===== config.mk =====
export PLATFORM = sky130hd
export DESIGN_NAME = bresenham_line_rasterizer_core
export DESIGN_NICKNAME = d
export VERILOG_FILES = /design/src/hw/rtl/brl_pkg.sv /design/src/hw/rtl/brl_dec_unit.sv /design/src/hw/rtl/bresenham_line_rasterizer_core.sv
export VERILOG_INCLUDE_DIRS = /design/src /design/src/hw/rtl
export SDC_FILE = /design/constraint.sdc
export NUM_CORES = 1
export LEC_CHECK = 0
export ABC_CLOCK_PERIOD_IN_PS = 7650
export BUFFER_PORTS_ARGS = -buffer_cell sky130_fd_sc_hd__buf_2
export CAP_MARGIN = 25
export CORE_ASPECT_RATIO = 1.5
export CORE_UTILIZATION = 55
export CTS_BUF_LIST = sky130_fd_sc_hd__clkbuf_16
export DETAILED_ROUTE_END_ITERATION = 10
export PLACE_DENSITY = 0.86
export SYNTH_ARGS = -nofsm -noshare
export SYNTH_HDL_FRONTEND = slang
export SYNTH_SLANG_ARGS = --single-unit

===== constraint.sdc =====
create_clock -name clk -period 7.65 [get_ports clk]
set_clock_uncertainty 0.15 [all_clocks]
set_input_delay 0.765 -clock clk [delete_from_list [all_inputs] [get_ports clk]]
set_output_delay 0.765 -clock clk [all_outputs]
set_load 0.005 [all_outputs]

===== src/hw/rtl/assert_macros.svh =====
// Assertion helpers for the line rasterizer.
// Each macro expects clk and rst_n in the scope where it is used.
`ifndef ASSERT_MACROS_SVH
`define ASSERT_MACROS_SVH

// Check that the consequent holds in the same cycle as the trigger.
`define ASSERT_SAME(lbl, trig, cons) \
  lbl: assert property (@(posedge clk) disable iff (!rst_n) (trig) |-> (cons)) \
    else $error("assertion failed");

// Check that the consequent holds in the cycle after the trigger.
`define ASSERT_NEXT(lbl, trig, cons) \
  lbl: assert property (@(posedge clk) disable iff (!rst_n) (trig) |=> (cons)) \
    else $error("assertion failed");

`endif


===== src/hw/rtl/brl_pkg.sv =====
`timescale 1ns / 1ps
`default_nettype none

package brl_pkg;

  localparam int unsigned CoordW = 6;
  localparam int unsigned DecW   = 9;

  typedef logic [CoordW-1:0]       coord_t;
  typedef logic signed [DecW-1:0]  dec_t;

  typedef enum logic [1:0] {
    ST_IDLE,
    ST_SETUP,
    ST_RUN
  } brl_state_t;

  // Request to the shared decision unit.
  typedef struct packed {
    dec_t a;
    dec_t b_take;
    dec_t b_skip;
    logic take_en;
    logic strict;
  } dec_req_t;

  typedef struct packed {
    dec_t sum;
    logic take;
  } dec_rsp_t;

  // Saturate a coordinate to the last grid index.
  function automatic coord_t clamp_coord(input coord_t v, input coord_t max_c);
    clamp_coord = (v > max_c) ? max_c : v;
  endfunction

endpackage

`default_nettype wire


===== src/hw/rtl/brl_dec_unit.sv =====
`timescale 1ns / 1ps
`default_nettype none

// Shared decision adder: test the decision, then add the chosen increment.
module brl_dec_unit (
  input  wire brl_pkg::dec_req_t req,
  output brl_pkg::dec_rsp_t      rsp
);

  logic          take;
  brl_pkg::dec_t addend;

  always_comb begin
    take   = req.strict ? (req.a > 0) : (req.a >= 0);
    addend = (req.take_en && take) ? req.b_take : req.b_skip;
    rsp.take = take;
    rsp.sum  = req.a + addend;
  end

endmodule

`default_nettype wire


===== src/hw/rtl/bresenham_line_rasterizer_core.sv =====
`timescale 1ns / 1ps
`default_nettype none
// Bresenham line rasterizer.
// Input channel (in_valid / in_ready): one line command per transfer, start and
// end grid coordinates. Coordinates at or above GRID_SIZE saturate to the last
// grid index.
// Output channel (out_valid / out_ready): one grid cell per transfer, from start
// to end, both endpoints included; out_last_pixel marks the end cell. A line of
// major length n gives n+1 cells; a zero-length line gives one cell.
// Timing: a command is taken in the idle state, a setup state follows, then
// one cell leaves per cycle while the receiver takes them. The first cell
// goes from the setup state to the run state and into the output register.
// The single decision adder serves setup and every step.
// in_ready is high only while idle; it rises in the cycle after the last cell
// is loaded into the output register, so the next command may enter while the
// last cell still waits.
// Receiver stall: the output register holds its cell and the walk pauses.
// Reset (rst_n low, synchronous): the sequencer returns to idle and the output
// register empties.
`include "assert_macros.svh"

module bresenham_line_rasterizer_core #(
  parameter int unsigned GRID_SIZE = 64
) (
  input  wire  logic                    clk,
  input  wire  logic                    rst_n,
  input  wire  logic                    in_valid,
  output       logic                    in_ready,
  input  wire  logic [5:0]              in_start_x,
  input  wire  logic [5:0]              in_start_y,
  input  wire  logic [5:0]              in_end_x,
  input  wire  logic [5:0]              in_end_y,
  output       logic                    out_valid,
  input  wire  logic                    out_ready,
  output       logic [5:0]              out_pixel_x,
  output       logic [5:0]              out_pixel_y,
  output       logic                    out_last_pixel
);

  localparam brl_pkg::coord_t MaxCoord = brl_pkg::coord_t'(GRID_SIZE - 1);
  localparam int unsigned     CW       = brl_pkg::CoordW;

  brl_pkg::brl_state_t state_r, state_nxt;

  brl_pkg::coord_t x0_r, y0_r, x1_r, y1_r;
  brl_pkg::coord_t x0_nxt, y0_nxt, x1_nxt, y1_nxt;
  brl_pkg::coord_t x_r, y_r, x_nxt, y_nxt;
  brl_pkg::coord_t n_r, n_nxt, idx_r, idx_nxt;
  brl_pkg::dec_t   p_r, p_nxt, inc_take_r, inc_take_nxt, inc_skip_r, inc_skip_nxt;
  logic            steep_r, steep_nxt, sx_neg_r, sx_neg_nxt, sy_neg_r, sy_neg_nxt;

  logic            out_valid_r, out_valid_nxt, out_last_r, out_last_nxt;
  brl_pkg::coord_t out_x_r, out_x_nxt, out_y_r, out_y_nxt;

  brl_pkg::dec_req_t dec_req;
  brl_pkg::dec_rsp_t dec_rsp;

  logic                 slot_free;
  logic                 emit;
  logic signed [CW:0]   dx, dy;
  brl_pkg::coord_t      adx, ady, major, minor;
  logic                 steep_w;

  brl_dec_unit u_dec (
    .req (dec_req),
    .rsp (dec_rsp)
  );

  // Line geometry from the captured endpoints, used in the setup cycle.
  always_comb begin
    dx      = $signed({1'b0, x1_r}) - $signed({1'b0, x0_r});
    dy      = $signed({1'b0, y1_r}) - $signed({1'b0, y0_r});
    adx     = dx[CW] ? CW'(-dx) : dx[CW-1:0];
    ady     = dy[CW] ? CW'(-dy) : dy[CW-1:0];
    steep_w = ady > adx;
    major   = steep_w ? ady : adx;
    minor   = steep_w ? adx : ady;
  end

  assign slot_free = !out_valid_r || out_ready;

  // Sequencer: next state, walker update and output register loading.
  always_comb begin
    state_nxt     = state_r;
    x0_nxt        = x0_r;
    y0_nxt        = y0_r;
    x1_nxt        = x1_r;
    y1_nxt        = y1_r;
    x_nxt         = x_r;
    y_nxt         = y_r;
    n_nxt         = n_r;
    idx_nxt       = idx_r;
    p_nxt         = p_r;
    inc_take_nxt  = inc_take_r;
    inc_skip_nxt  = inc_skip_r;
    steep_nxt     = steep_r;
    sx_neg_nxt    = sx_neg_r;
    sy_neg_nxt    = sy_neg_r;
    out_valid_nxt = out_valid_r && !out_ready;
    out_last_nxt  = out_last_r;
    out_x_nxt     = out_x_r;
    out_y_nxt     = out_y_r;
    in_ready      = 1'b0;
    emit          = 1'b0;

    // Default request: one walk step.
    dec_req.a       = p_r;
    dec_req.b_take  = inc_take_r;
    dec_req.b_skip  = inc_skip_r;
    dec_req.take_en = 1'b1;
    dec_req.strict  = steep_r;

    case (state_r)
      brl_pkg::ST_IDLE: begin
        in_ready = 1'b1;
        if (in_valid) begin
          x0_nxt    = brl_pkg::clamp_coord(in_start_x, MaxCoord);
          y0_nxt    = brl_pkg::clamp_coord(in_start_y, MaxCoord);
          x1_nxt    = brl_pkg::clamp_coord(in_end_x, MaxCoord);
          y1_nxt    = brl_pkg::clamp_coord(in_end_y, MaxCoord);
          state_nxt = brl_pkg::ST_SETUP;
        end
      end
      brl_pkg::ST_SETUP: begin
        // Use the shared adder for the initial decision 2*minor - major.
        dec_req.a       = brl_pkg::dec_t'({minor, 1'b0});
        dec_req.b_take  = -brl_pkg::dec_t'(major);
        dec_req.b_skip  = -brl_pkg::dec_t'(major);
        dec_req.take_en = 1'b0;
        dec_req.strict  = 1'b0;
        p_nxt        = dec_rsp.sum;
        inc_skip_nxt = brl_pkg::dec_t'({minor, 1'b0});
        inc_take_nxt = brl_pkg::dec_t'({minor, 1'b0}) - brl_pkg::dec_t'({major, 1'b0});
        n_nxt        = major;
        steep_nxt    = steep_w;
        sx_neg_nxt   = dx[CW];
        sy_neg_nxt   = dy[CW];
        x_nxt        = x0_r;
        y_nxt        = y0_r;
        idx_nxt      = '0;
        state_nxt    = brl_pkg::ST_RUN;
      end
      brl_pkg::ST_RUN: begin
        if (slot_free) begin
          emit          = 1'b1;
          out_valid_nxt = 1'b1;
          if (idx_r == '0) begin
            out_x_nxt    = x_r;
            out_y_nxt    = y_r;
            out_last_nxt = (n_r == '0);
            idx_nxt      = idx_r + 1'b1;
            if (n_r == '0) begin
              state_nxt = brl_pkg::ST_IDLE;
            end
          end else if (idx_r == n_r) begin
            // End cell exactly as commanded.
            out_x_nxt    = x1_r;
            out_y_nxt    = y1_r;
            out_last_nxt = 1'b1;
            state_nxt    = brl_pkg::ST_IDLE;
          end else begin
            // Advance along the major axis; take the minor step on the decision.
            x_nxt = x_r;
            y_nxt = y_r;
            if (steep_r || dec_rsp.take) begin
              y_nxt = sy_neg_r ? y_r - 1'b1 : y_r + 1'b1;
            end
            if (!steep_r || dec_rsp.take) begin
              x_nxt = sx_neg_r ? x_r - 1'b1 : x_r + 1'b1;
            end
            p_nxt        = dec_rsp.sum;
            out_x_nxt    = x_nxt;
            out_y_nxt    = y_nxt;
            out_last_nxt = 1'b0;
            idx_nxt      = idx_r + 1'b1;
          end
        end
      end
      default: begin
        state_nxt = brl_pkg::ST_IDLE;
      end
    endcase
  end

  always_ff @(posedge clk) begin
    if (!rst_n) begin
      state_r     <= brl_pkg::ST_IDLE;
      out_valid_r <= 1'b0;
    end else begin
      state_r     <= state_nxt;
      out_valid_r <= out_valid_nxt;
    end
  end

  // Payload and walker registers need no reset.
  always_ff @(posedge clk) begin
    x0_r       <= x0_nxt;
    y0_r       <= y0_nxt;
    x1_r       <= x1_nxt;
    y1_r       <= y1_nxt;
    x_r        <= x_nxt;
    y_r        <= y_nxt;
    n_r        <= n_nxt;
    idx_r      <= idx_nxt;
    p_r        <= p_nxt;
    inc_take_r <= inc_take_nxt;
    inc_skip_r <= inc_skip_nxt;
    steep_r    <= steep_nxt;
    sx_neg_r   <= sx_neg_nxt;
    sy_neg_r   <= sy_neg_nxt;
    out_last_r <= out_last_nxt;
    out_x_r    <= out_x_nxt;
    out_y_r    <= out_y_nxt;
  end

  assign out_valid      = out_valid_r;
  assign out_pixel_x    = out_x_r;
  assign out_pixel_y    = out_y_r;
  assign out_last_pixel = out_last_r;

  // Walk index never passes the major length.
  `ASSERT_SAME(a_idx_bound, state_r == brl_pkg::ST_RUN, idx_r <= n_r)
  // Loading the last cell ends the walk.
  `ASSERT_NEXT(a_last_ends, emit && out_last_nxt, state_r == brl_pkg::ST_IDLE)
  // The first cell of a line is its start point.
  `ASSERT_NEXT(a_first_cell, emit && idx_r == '0,
               out_valid && out_pixel_x == x0_r && out_pixel_y == y0_r)

endmodule

`default_nettype wire


Word level (Yosys, flattened, before mapping)
Cells that the tools add are included.
{ "word_totals": {"register_bits": 91, "elab_cells": 107, "out_inout_bits": 15, "inputBits": 28} }
{ "op_classes": {"n_reduce_logical": 17, "add_sub_neg": 12, "eq_ne": 10, "mux": 42, "magnitude_cmp": 7} }
{ "ops": {"columns": ["cell", "count"], "rows": [
  ["2-to-1 mux 6 bit", 21],
  ["2-to-1 mux 9 bit", 4],
  ["case mux 6 bit (2 select lines)", 3],
  ["2-to-1 mux 29 bit", 1],
  ["greater-than comparator 6 bit, second input constant", 4],
  ["adder 6 x 1 -> 6 bit, second input constant", 3],
  ["case mux 9 bit (2 select lines)", 1],
  ["subtractor 6 x 6 -> 7 bit", 2],
  ["logical NOT 6 bit", 2],
  ["negation 6 bit", 2],
  ["subtractor 6 x 1 -> 6 bit, second input constant", 2],
  ["2-to-1 mux 2 bit", 5],
  ["adder 9 bit", 1],
  [">= comparator 9 x 1 -> 1 bit, second input constant", 1],
  ["greater-than comparator 9 x 1 -> 1 bit, second input constant", 1],
  ["!= test 3 bit, second input constant", 3],
  ["negation 6 -> 9 bit", 1],
  ["!= test 2 bit, second input constant", 4],
  ["AND reduction 4 bit", 2],
  ["subtractor 7 x 7 -> 8 bit", 1],
  ["equality test 6 bit", 1],
  ["greater-than comparator 6 bit", 1],
  ["2-to-1 mux 1 bit", 6],
  ["case mux 2 bit (3 select lines)", 1],
  ["9 further kinds", 15]
]} }

Depth between registers and ports, before layout
Gate-level depths: netlist of run 1.
{ "depth": {"word_depth": 16, "mapped_depth": 34, "depth_no_buf": 33} }

Cells and area by module
Synthesis of run 1 repeated with hierarchy kept, for this count alone.
{ "unflattened": {"cells_unflattened": 603, "area_unflattened_um2": 6099.6} }
{ "modules_own_cells": {"columns": ["module", "area_each_um2", "seq_area_each_um2", "cells_each", "instances"], "rows": [
  ["bresenham_line_rasterizer_core", 5540.3, 2642.5, 542, 1],
  ["brl_dec_unit", 559.3, 0.0, 61, 1]
]} }

Worst setup path after synthesis of run 1
OpenSTA, ideal clock, no wires.
{ "synth_path": {"path_type": "reg2reg", "startpoint": "reg x0_r[0]", "endpoint": "reg p_r[8] (data pin)", "path_stages_with_launch": 31, "setup_ns": 0.269, "slack_ns": 1.470, "n_path_buf": 1, "synth_period_minus_slack_ns": 6.180, "arrival_ns": 5.762, "required_time_ns": 7.231, "path_cell_list": "edfxtp_1 > ha_1 > fa_1 > nand2b_1 > a21oi_1 > a31oi_1 > a21oi_1 > ha_1 > a21o_1 > a21oi_1 > o21bai_1 > a21oi_1 > inv_1 > a21o_1 > nand2_2 > inv_2 > clkbuf_1 > a21o_1 > ha_1 > xor2_1 > o21ai_0 > mux2_2 > ha_1 > nor2b_1 > o21ai_0 > nand2_1 > a21o_1 > a21o_1 > a21o_1 > a21oi_1 > xor2_1"} }
{ "synth_rtl": {"columns": ["item", "line", "source"], "rows": [
  ["start: declaration", "bresenham_line_rasterizer_core.sv:45", "brl_pkg::coord_t x0_r, y0_r, x1_r, y1_r;"],
  ["start signal: assignment", "bresenham_line_rasterizer_core.sv:197", "x0_r <= x0_nxt;"],
  ["end signal: assignment", "bresenham_line_rasterizer_core.sv:205", "p_r <= p_nxt;"],
  ["end: declaration", "bresenham_line_rasterizer_core.sv:49", "brl_pkg::dec_t p_r, p_nxt, inc_take_r, inc_take_nxt, inc_skip_r, inc_skip_nxt;"]
]} }

==> key figures, run 1 <==
Cells and area
  – Synth-to-Final Area Change: 10.02%
  – Share of cells above drive strength 1: 13.09%
  – Layout net count: 663
  – Antenna diodes: 0
  – Most common cell after layout, fill and taps aside: edfxtp_1
  – Final core utilization: 62.42%
  – Commonest non-fill, non-tap cells in the layout: edfxtp_1 (86), inv_1 (51), nand2_1 (46)
  – Fillers: 774

Clock tree
  – Reg clk slew, reported paths: 0.06 ns
  – Post-cts sizing count: 0
  – Clock sinks: 89
  – Post-CTS Setup Bufs: 0
  – Clock Path Buffers: 2
  – CTS tree: yes
  – Clk root buf: clkbuf_16
  – Num CTS Buffers: 9
  – Htree depth: 3
  – Post-CTS Hold Buffers: 0
  – Clk_lat worst skew: 0.34 ns

Synthesis
  – Number of synthesized flops with an enable pin: 86
  – Yosys top cell by area: edfxtp_1
  – Mapped Cells: 574
  – Post-Syn Area: 5782 sq um
  – Share of the synthesized area in the top cell type: 44.67%
  – Sequential area share after synthesis: 45.70%
  – YS warnings: 0
  – Dominant synthesized flop cell: edfxtp_1
  – Post-synthesis area per instance: 10.07 sq um
  – Async S/R FF share, synth: 0%
  – Syn nets: 646
  – Flops & latches, synth: 89
  – Synth cell types: 61
  – Top cells by area, synth: edfxtp_1 (45%), ha_1 (8.4%), xnor2_1 (3.9%)

GRT
  – Largest net degree at the start of global routing: 35
  – First-pass GRT wire length: 21600 um
  – Initial antenna violation count: 0
  – Grt total ovfl: 0
  – Vias in the first global route: 4478
  – Global Route Usage Sum: 25.65%

Pwr
  – Sw Pwr: 923.9 uW
  – P per Cell Area: 372.1 nW/um^2
  – Int Power: 1443 uW
  – Leak: 0.002652 uW
  – Logic gate share of total power: 49.2%
  – Switching Share: 39.03%
  – Peak VDD IR: 0.0002023 V
  – Clock share of power: 19.2%
  – Reg power frac: 31.7%

Worst setup path
  – CP dominant cell by count: a21o_1
  – Crit path launch type: register
  – Crit-path max FO: 16
  – Worst path max stage delay: 0.51 ns
  – CP Data Arrival Time: 6.74 ns
  – Worst endpoint required time: 7.58 ns
  – R2R Setup Slk: 0.84 ns
  – CP max stage cell: a21oi_1
  – WS Path Type: register to register
  – Critical Path End Type: register

Job
  – Max-cap violations: 0

Floorplanning
  – Site row count: 45
  – Die Area: 10940 sq um
  – Initial Utilization: 56.73%
  – I/O pin count: 43
  – Die Height: 127.6 um
  – CORE AREA: 10190 sq um
  – Die width: 85.72 um

Timing
  – Post-layout minimum cycle time: 6.807 ns
  – # setup viols final: 0
  – Fin crit share: 88.98%
  – Max Freq: 146.9 MHz
  – Setup TNS: 0 ns
  – RSZ-0062 raised after global routing: false
  – Max Transition Viols Final: 0
  – Relative slew margins: 38.27%
  – Hold Vio Cnt, Final: 0
  – Worst-Margin Slew: 0.9163 ns

Detailed routing
  – Vias per inst: 5.910
  – Initial drt markers: 332
  – Drt total wl: 13200 um
  – Drt first pass iters: 5
  – Remaining DRCs: 0
  – Final ANT Viol Nets: 0
  – Vias: 4356
  – DR WL/cell: 17.91 um

Outcome
  – Outcome: finished clean

Place
  – Dpl hpwl: 9813 um
  – Routability Congestion: 0.9361
  – Port Buf Inserts: 42

Hold path
  – Worst Hold Class: register to register
[Yosys cell counts (13+ instances only)]
| cell | count |
|---|---|
| edfxtp_1 | 86 |
| inv_1 | 48 |
| nand2_1 | 46 |
| a21oi_1 | 42 |
| nor2_1 | 40 |
| ha_1 | 39 |
| clkbuf_1 | 37 |
| o21ai_0 | 27 |
| xnor2_1 | 26 |
| xor2_1 | 22 |
| nand2b_1 | 13 |
[metal layers]
layer	GRT usage [%]	wire length, um	part of all wire, %	vias to the layer above
met5	0	0	0	-
met4	12.16	434	3.3	0
met3	4.910	597	4.5	43
met2	46.45	7173	54	164
met1	28.64	4992	38	2089
li1	-	-	-	2060
[registers in the layout, summed over array words and instances, names as in the netlist, named ones only]
signal	cells
idx_r	6
inc_skip_r	6
inc_take_r	7
n_r	6
out_last_pixel	1
out_pixel_x	6
out_pixel_y	6
out_valid	1
p_r	8
state_r	2
steep_r	1
sx_neg_r	1
sy_neg_r	1
x0_r	6
x1_r	6
x_r	6
y0_r	6
y1_r	6
y_r	6
[path summary, 6_finish.rpt]
path                start  endpoint  cells after the start
setup reg to reg  x0_r[0]    p_r[8]                     29
setup / recovery  x0_r[0]    p_r[8]                     29
hold / removal    x0_r[3]    x_r[3]                      2
hold reg to reg   x0_r[3]    x_r[3]                      2
[kinds of logic (layout without fill, tap and decap cells)]
family                     after synthesis  count (layout)  share of synthesized area [%]
and+or+nand+nor                        149             149                          12.62
muxes                                   14              14                          2.597
xor gates and xnor gates                51              51                          8.115
other                                    1               1                        0.06486
adders and majority gates               44              44                          10.17
buffers and inverters                   88             110                          5.843
DFF                                     89              89                          45.70
AOI/OAI and AO/OA                      138             138                          14.89
[area by class of cell]
type,count,area (sq um),share of cell area [%]
flip-flops and latches,89,2643,41.54
clock inverters,7,78.83,1.239
well taps,141,176.4,2.773
multi-input cells,397,2801,44.04
clock buffers,9,225.2,3.541
inverters,49,183.9,2.891
repair buffers,45,252.7,3.973
[metrics by stage]
stage               setup WS [ns]  hold WS, ns  cell area [sq um]  total power, uW  instances
detailed placement         0.9777       0.4043               6050             1892        720
CTS                        0.9729       0.4189               6354             2358        736
global route               0.4287       0.4322               6361             2518        737
finish                     0.8429       0.4212               6361             2367        737
global placement            1.247       0.3924               6022             1854        719
floorplan                   1.470       0.3700               5782             1623        574
[worst max-delay path: cells and delay by family (launching register included)]
family | cells | cell delay [ns]
AO/OA/AOI/OAI | 15 | 3.00
XOR/XNOR | 2 | 0.23
adder cells (fa/ha/maj) | 5 | 1.57
buffers and inverters | 2 | 0.25
flip-flops | 1 | 0.42
multiplexers | 1 | 0.30
AND/OR/NAND/NOR | 4 | 0.61
[power groups by stage]
stage                     sequential [uW]  combinational, uW  clock (uW)
after floorplan                       740                883           0
after global placement                753               1100           0
after detailed placement              757               1130           0
after CTS                             748               1150         458
after global routing                  756               1280         478
final                                 749               1160         454
Note: power is estimated with default switching activity, not from simulation.
==> inputs of run 2 (changes only) <==
PLACE_DENSITY = 0.74   (was 0.86)
==> key figures, run 2 (synthesis gave the netlist of run 1 again) <==
GRT
  – Largest net degree at the start of global routing: 35 (unchanged)
  – Met3 Track Usage GR: 4.522% (was 4.910%)
  – GRT met1 Usage: 29.77% (was 28.64%)
  – Initial antenna violation count: 0 (unchanged)
  – First-pass GRT wire length: 21120 um (was 21600 um)
  – Global Route Usage Sum: 25.34% (was 25.65%)
  – Grt total ovfl: 0 (unchanged)
  – Met2 Resource Use GR: 44.94% (was 46.45%)
  – Vias in the first global route: 4259 (was 4478)
  – Top Usage Layer GRT: met2 (unchanged)

Cells and area
  – Non-Filler Instances: 736 (was 737)
  – Largest register FFs: 8 (unchanged)
  – Antenna diodes: 0 (unchanged)
  – Share of cells above drive strength 1: 13.61% (was 13.09%)
  – Layout net count: 663 (unchanged)
  – Final core utilization: 62.03% (was 62.42%)
  – Synth-to-Final Area Change: 9.327% (was 10.02%)
  – Largest Register: p_r (unchanged)
  – Most common cell after layout, fill and taps aside: edfxtp_1 (unchanged)
  – Largest regs: p_r (8), inc_take_r (7) (unchanged)
  – Commonest non-fill, non-tap cells in the layout: edfxtp_1 (86), inv_1 (49), nand2_1 (46) (was edfxtp_1 (86), inv_1 (51), nand2_1 (46))

Pwr
  – Total chip power: 2322 uW (was 2367 uW)
  – P per Cell Area: 367.4 nW/um^2 (was 372.1 nW/um^2)
  – Peak VDD IR: 0.0002615 V (was 0.0002023 V)
  – Clock share of power: 18.7% (was 19.2%)
  – Leak: 0.002621 uW (was 0.002652 uW)
  – Logic gate share of total power: 49.0% (was 49.2%)
  – Int Power: 1408 uW (was 1443 uW)
  – Sw Pwr: 913.9 uW (was 923.9 uW)
  – Switching Share: 39.35% (was 39.03%)
  – Reg power frac: 32.3% (was 31.7%)

Detailed routing
  – Drt first pass iters: 5 (unchanged)
  – Remaining DRCs: 0 (unchanged)
  – Initial drt markers: 245 (was 332)
  – Final ANT Viol Nets: 0 (unchanged)
  – DR WL/cell: 17.65 um (was 17.91 um)
  – Drt total wl: 12990 um (was 13200 um)
  – Vias per inst: 5.853 (was 5.910)
  – Vias: 4308 (was 4356)

Floorplanning
  – Die Height: 127.6 um (unchanged)
  – Die Area: 10940 sq um (unchanged)
  – Initial Utilization: 56.73% (unchanged)
  – Die width: 85.72 um (unchanged)
  – I/O pin count: 43 (unchanged)
  – CORE AREA: 10190 sq um (unchanged)
  – Site row count: 45 (unchanged)

Clock tree
  – CTS tree: yes (unchanged)
  – Clk root buf: clkbuf_16 (unchanged)
  – Post-CTS Setup Bufs: 0 (unchanged)
  – Htree depth: 3 (unchanged)
  – Clock Path Buffers: 2 (unchanged)
  – Post-CTS Hold Buffers: 0 (unchanged)
  – Clock sinks: 89 (unchanged)
  – Reg clk slew, reported paths: 0.06 ns (about the same)
  – Post-cts sizing count: 0 (unchanged)
  – Num CTS Buffers: 9 (unchanged)
  – Clk_lat worst skew: 0.35 ns (was 0.34 ns)

Place
  – Dpl hpwl: 9690 um (was 9813 um)
  – Placed Cells: 720 (unchanged)
  – Routability Congestion: 0.9521 (was 0.9361)
  – Port Buf Inserts: 42 (unchanged)

Hold path
  – Hold path start: x0_r[3] (unchanged)
  – Hold endpoint: x_r[3] (unchanged)
  – Hold Path Depth: 2 (unchanged)
  – Worst Hold Class: register to register (unchanged)

Worst setup path
  – Crit-path max FO: 16 (unchanged)
  – R2R Setup Slk: 0.89 ns (was 0.84 ns)
  – Worst Path Buf+Inv: 2 (unchanged)
  – R2R Path Start: y0_r[0] (was x0_r[0])
  – Capture point of the worst reg-to-reg path: p_r[8] (unchanged)
  – FF-to-FF path depth: 29 (unchanged)
  – Top delay family on crit path: compound AO/OA/AOI/OAI gates (unchanged)
  – CP max stage cell: o21ai_1 (was a21oi_1)
  – CP dominant cell by count: a21o_1 (unchanged)
  – Worst path max stage delay: 0.50 ns (was 0.51 ns)
  – Critical Path End Type: register (unchanged)
  – WS Path Type: register to register (unchanged)
  – Worst endpoint required time: 7.58 ns (about the same)
  – CP Data Arrival Time: 6.69 ns (was 6.74 ns)
  – Crit path launch type: register (unchanged)

Timing
  – Relative slew margins: 38.76% (was 38.27%)
  – Max Freq: 147.9 MHz (was 146.9 MHz)
  – # setup viols final: 0 (unchanged)
  – Max Transition Viols Final: 0 (unchanged)
  – Worst-Margin Slew: 0.9186 ns (was 0.9163 ns)
  – Fin crit share: 88.41% (was 88.98%)
  – RSZ-0062 raised after global routing: false (unchanged)
  – Minimum hold slack: 0.4287 ns (was 0.4212 ns)
  – Setup TNS: 0 ns (unchanged)
  – Post-layout minimum cycle time: 6.763 ns (was 6.807 ns)
  – Hold Vio Cnt, Final: 0 (unchanged)

Job
  – Max-cap violations: 0 (unchanged)

Outcome
  – Outcome: finished clean (unchanged)
-- run 2: cell count changes in the layout (fill, tap and decap cells not counted) --
| cell | delta |
|---|---|
| clkinv_2 | +1 |
| clkinv_1 | -2 |
| inv_1 | -2 |
| buf_16 | -1 |
| clkinvlp_4 | +3 |
| buf_2 | +1 |
| clkbuf_4 | -1 |
| buf_4 | +1 |
| bufinv_16 | -1 |
-- run 2: worst max-delay path by stage --
stage / to / cells after the start / slack, ns / startpoint
2_1_floorplan: p_r[8] / 30 / 1.47 / x0_r[0]
3_3_place_gp: p_r[8] / 29 / 1.22 / x0_r[0]
6_report: p_r[8] / 29 / 0.89 / y0_r[0]
5_1_grt: p_r[8] / 29 / 0.44 / x0_r[0]
3_5_place_dp: p_r[8] / 29 / 1.00 / x0_r[0]
4_1_cts: p_r[8] / 29 / 0.96 / x0_r[0]
-- run 2: power by group through the flow --
stage / registers (uW) / logic, uW / clock network [uW]
floorplan: 740 / 883 / 0
global placement: 757 / 1090 / 0
detailed placement: 759 / 1120 / 0
CTS: 749 / 1130 / 437
global route: 758 / 1270 / 455
finish: 749 / 1140 / 435
-- run 2: through the flow --
| stage | setup slack, ns | cell area (sq um) |
|---|---|---|
| floorplan | 1.470 | 5782 |
| detailed placement | 1.005 | 6030 |
| CTS | 0.9624 | 6316 |
| global route | 0.4400 | 6321 |
| global placement | 1.220 | 6030 |
| finish | 0.8869 | 6321 |
-- run 2: final cells by class --
type | instances | area (sq um)
Inverter | 49 | 183.9
Timing Repair Buffer | 45 | 230.2
Multi-Input combinational cell | 397 | 2801
Fill cell | 849 | 3870
Clock inverter | 6 | 61.31
Tap cell | 141 | 176.4
Sequential cell | 89 | 2643
Clock buffer | 9 | 225.2
-- run 2: routing by layer --
metal	wire, um	share of wire [%]
met4	382	2.9
met5	0	0
met3	633	4.9
met2	6728	52
met1	5243	40
-- run 2: tightest hold or removal path: stages (launching register included) --
cell	delay, ns
edfxtp_1	0.34
nand2_1	0.06
o21ai_0	0.07
==> inputs of run 3 (changes only) <==
MAX_ROUTING_LAYER = met4   (was not set)
==> key figures, run 3 (synthesis gave the netlist of run 1 again) <==
Outcome
  – Outcome: finished clean (unchanged)

Worst setup path
  – Worst path max stage delay: 0.56 ns (was 0.50 ns)
  – Crit-path max FO: 16 (unchanged)
  – CP Data Arrival Time: 6.86 ns (was 6.69 ns)
  – Worst endpoint required time: 7.58 ns (about the same)
  – Capture point of the worst reg-to-reg path: p_r[8] (unchanged)
  – WS Path Type: register to register (unchanged)
  – Crit path launch type: register (unchanged)
  – R2R Setup Slk: 0.72 ns (was 0.89 ns)
  – CP max stage cell: a21oi_1 (was o21ai_1)
  – CP dominant cell by count: a21o_1 (unchanged)
  – R2R Path Start: x0_r[0] (was y0_r[0])
  – FF-to-FF path depth: 29 (unchanged)
  – Critical Path End Type: register (unchanged)

Floorplanning
  – Die Height: 127.6 um (unchanged)
  – CORE AREA: 10190 sq um (unchanged)
  – Die Area: 10940 sq um (unchanged)
  – Initial Utilization: 56.73% (unchanged)
  – I/O pin count: 43 (unchanged)
  – Site row count: 45 (unchanged)
  – Die width: 85.72 um (unchanged)

Cells and area
  – Most common cell after layout, fill and taps aside: edfxtp_1 (unchanged)
  – Commonest non-fill, non-tap cells in the layout: edfxtp_1 (86), inv_1 (52), nand2_1 (46) (was edfxtp_1 (86), inv_1 (49), nand2_1 (46))
  – Area taken by multi-input logic gates: 2801 sq um (unchanged)
  – Fillers: 876 (was 849)
  – Layout net count: 664 (was 663)
  – Largest Register: p_r (unchanged)
  – Final core utilization: 61.83% (was 62.03%)
  – Largest regs: p_r (8), inc_take_r (7) (unchanged)
  – Synth-to-Final Area Change: 8.981% (was 9.327%)
  – Antenna diodes: 0 (unchanged)
  – Share of cells above drive strength 1: 13.07% (was 13.61%)
  – Largest register FFs: 8 (unchanged)
  – Storage element area: 2643 sq um (unchanged)

Place
  – Dpl hpwl: 10090 um (was 9690 um)
  – Routability Congestion: 1.005 (was 0.9521)
  – Port Buf Inserts: 42 (unchanged)

Timing
  – Hold Vio Cnt, Final: 0 (unchanged)
  – Minimum hold slack: 0.4172 ns (was 0.4287 ns)
  – RSZ-0062 raised after global routing: false (unchanged)
  – Max Freq: 144.2 MHz (was 147.9 MHz)
  – Relative slew margins: 39.07% (was 38.76%)
  – Setup TNS: 0 ns (unchanged)
  – Worst-Margin Slew: 0.9139 ns (was 0.9186 ns)
  – Post-layout minimum cycle time: 6.933 ns (was 6.763 ns)
  – Fin crit share: 90.63% (was 88.41%)
  – Max Transition Viols Final: 0 (unchanged)
  – # setup viols final: 0 (unchanged)

Clock tree
  – Clock Path Buffers: 2 (unchanged)
  – Clk root buf: clkbuf_16 (unchanged)
  – Clk_lat worst skew: 0.35 ns (about the same)
  – Htree depth: 3 (unchanged)
  – Post-CTS Setup Bufs: 0 (unchanged)
  – Clock sinks: 89 (unchanged)
  – Post-cts sizing count: 0 (unchanged)
  – Num CTS Buffers: 9 (unchanged)
  – Reg clk slew, reported paths: 0.06 ns (about the same)
  – Post-CTS Hold Buffers: 0 (unchanged)
  – CTS tree: yes (unchanged)

Pwr
  – P per Cell Area: 366.9 nW/um^2 (was 367.4 nW/um^2)
  – Peak VDD IR: 0.0002868 V (was 0.0002615 V)
  – Logic gate share of total power: 51.0% (was 49.0%)
  – Clock share of power: 16.7% (was 18.7%)
  – Int Power: 1378 uW (was 1408 uW)
  – Switching Share: 40.37% (was 39.35%)
  – Leak: 0.002631 uW (was 0.002621 uW)
  – Sw Pwr: 933.3 uW (was 913.9 uW)
  – Reg power frac: 32.3% (about the same)
  – Total chip power: 2312 uW (was 2322 uW)

Detailed routing
  – Drt total wl: 13060 um (was 12990 um)
  – Vias per inst: 5.809 (was 5.853)
  – Initial drt markers: 256 (was 245)
  – DR WL/cell: 17.70 um (was 17.65 um)
  – Vias: 4287 (was 4308)
  – Final ANT Viol Nets: 0 (unchanged)
  – Remaining DRCs: 0 (unchanged)
  – Drt first pass iters: 4 (was 5)

GRT
  – Initial antenna violation count: 0 (unchanged)
  – Largest net degree at the start of global routing: 36 (was 35)
  – Grt total ovfl: 0 (unchanged)
  – Global Route Usage Sum: 26.47% (was 25.34%)
  – First-pass GRT wire length: 21110 um (was 21120 um)
  – Vias in the first global route: 4291 (was 4259)

Hold path
  – Worst Hold Class: register to register (unchanged)
  – Hold path start: x0_r[4] (was x0_r[3])
  – Hold endpoint: x_r[4] (was x_r[3])
  – Hold Path Depth: 2 (unchanged)

Job
  – Max-cap violations: 0 (unchanged)
==> run 3: cell types whose count changed in the layout (fill, tap and decap cells not counted) <==
cell | before | now
inv_6 | 0 | 1
buf_2 | 43 | 42
bufinv_16 | 1 | 0
buf_4 | 2 | 4
clkinvlp_4 | 3 | 0
clkinv_1 | 0 | 2
inv_1 | 49 | 52
clkinv_2 | 1 | 0
==> run 3: worst max-delay path by stage <==
stage	slack [ns]	end	startpoint
finish	0.72	p_r[8]	x0_r[0]
global route	0.17	p_r[8]	x0_r[0]
CTS	0.83	p_r[8]	x0_r[0]
detailed placement	0.89	p_r[8]	x0_r[0]
global placement	1.08	p_r[8]	x0_r[0]
floorplan	1.47	p_r[8]	x0_r[0]
==> run 3: power by group through the flow <==
stage,clock network [uW],logic (uW),registers [uW]
global placement,0,1140,753
detailed placement,0,1160,756
finish,386,1180,747
global route,405,1310,754
CTS,390,1170,746
floorplan,0,883,740
==> run 3: metal layers <==
layer  wire length [um]  up-vias  track usage, %
met2               6789      141           45.27
li1                   -     2061               -
met5                  0        -               -
met3                628       43           4.651
met4                548        0           13.43
met1               5098     2042           29.51
==> run 3: final cells by class <==
cell class	instances	share of cell area (%)
clock buffer	9	3.574
clock inverter	7	0.4964
inverter	49	2.919
multi-input combinational	397	44.46
sequential	89	41.94
tap	141	2.800
timing repair buffer	46	3.813
==> run 3: per-stage QoR <==
step	worst slack, ns	std cells	area [sq um]
5_1_grt	0.1698	738	6301
3_5_place_dp	0.8852	722	6045
4_1_cts	0.8328	738	6301
6_report	0.7169	738	6301
3_3_place_gp	1.084	722	6045
2_1_floorplan	1.470	574	5782
==> run 3: worst max-delay path, delay by kind of cell, from the launching register on <==
kind                     cells  cell delay (ns)
AND/OR/NAND/NOR              4             0.62
AO/OA/AOI/OAI               15             3.13
flip-flops                   1             0.40
multiplexers                 1             0.30
XOR/XNOR                     2             0.24
adder cells (fa/ha/maj)      5             1.59
buffers and inverters        2             0.23
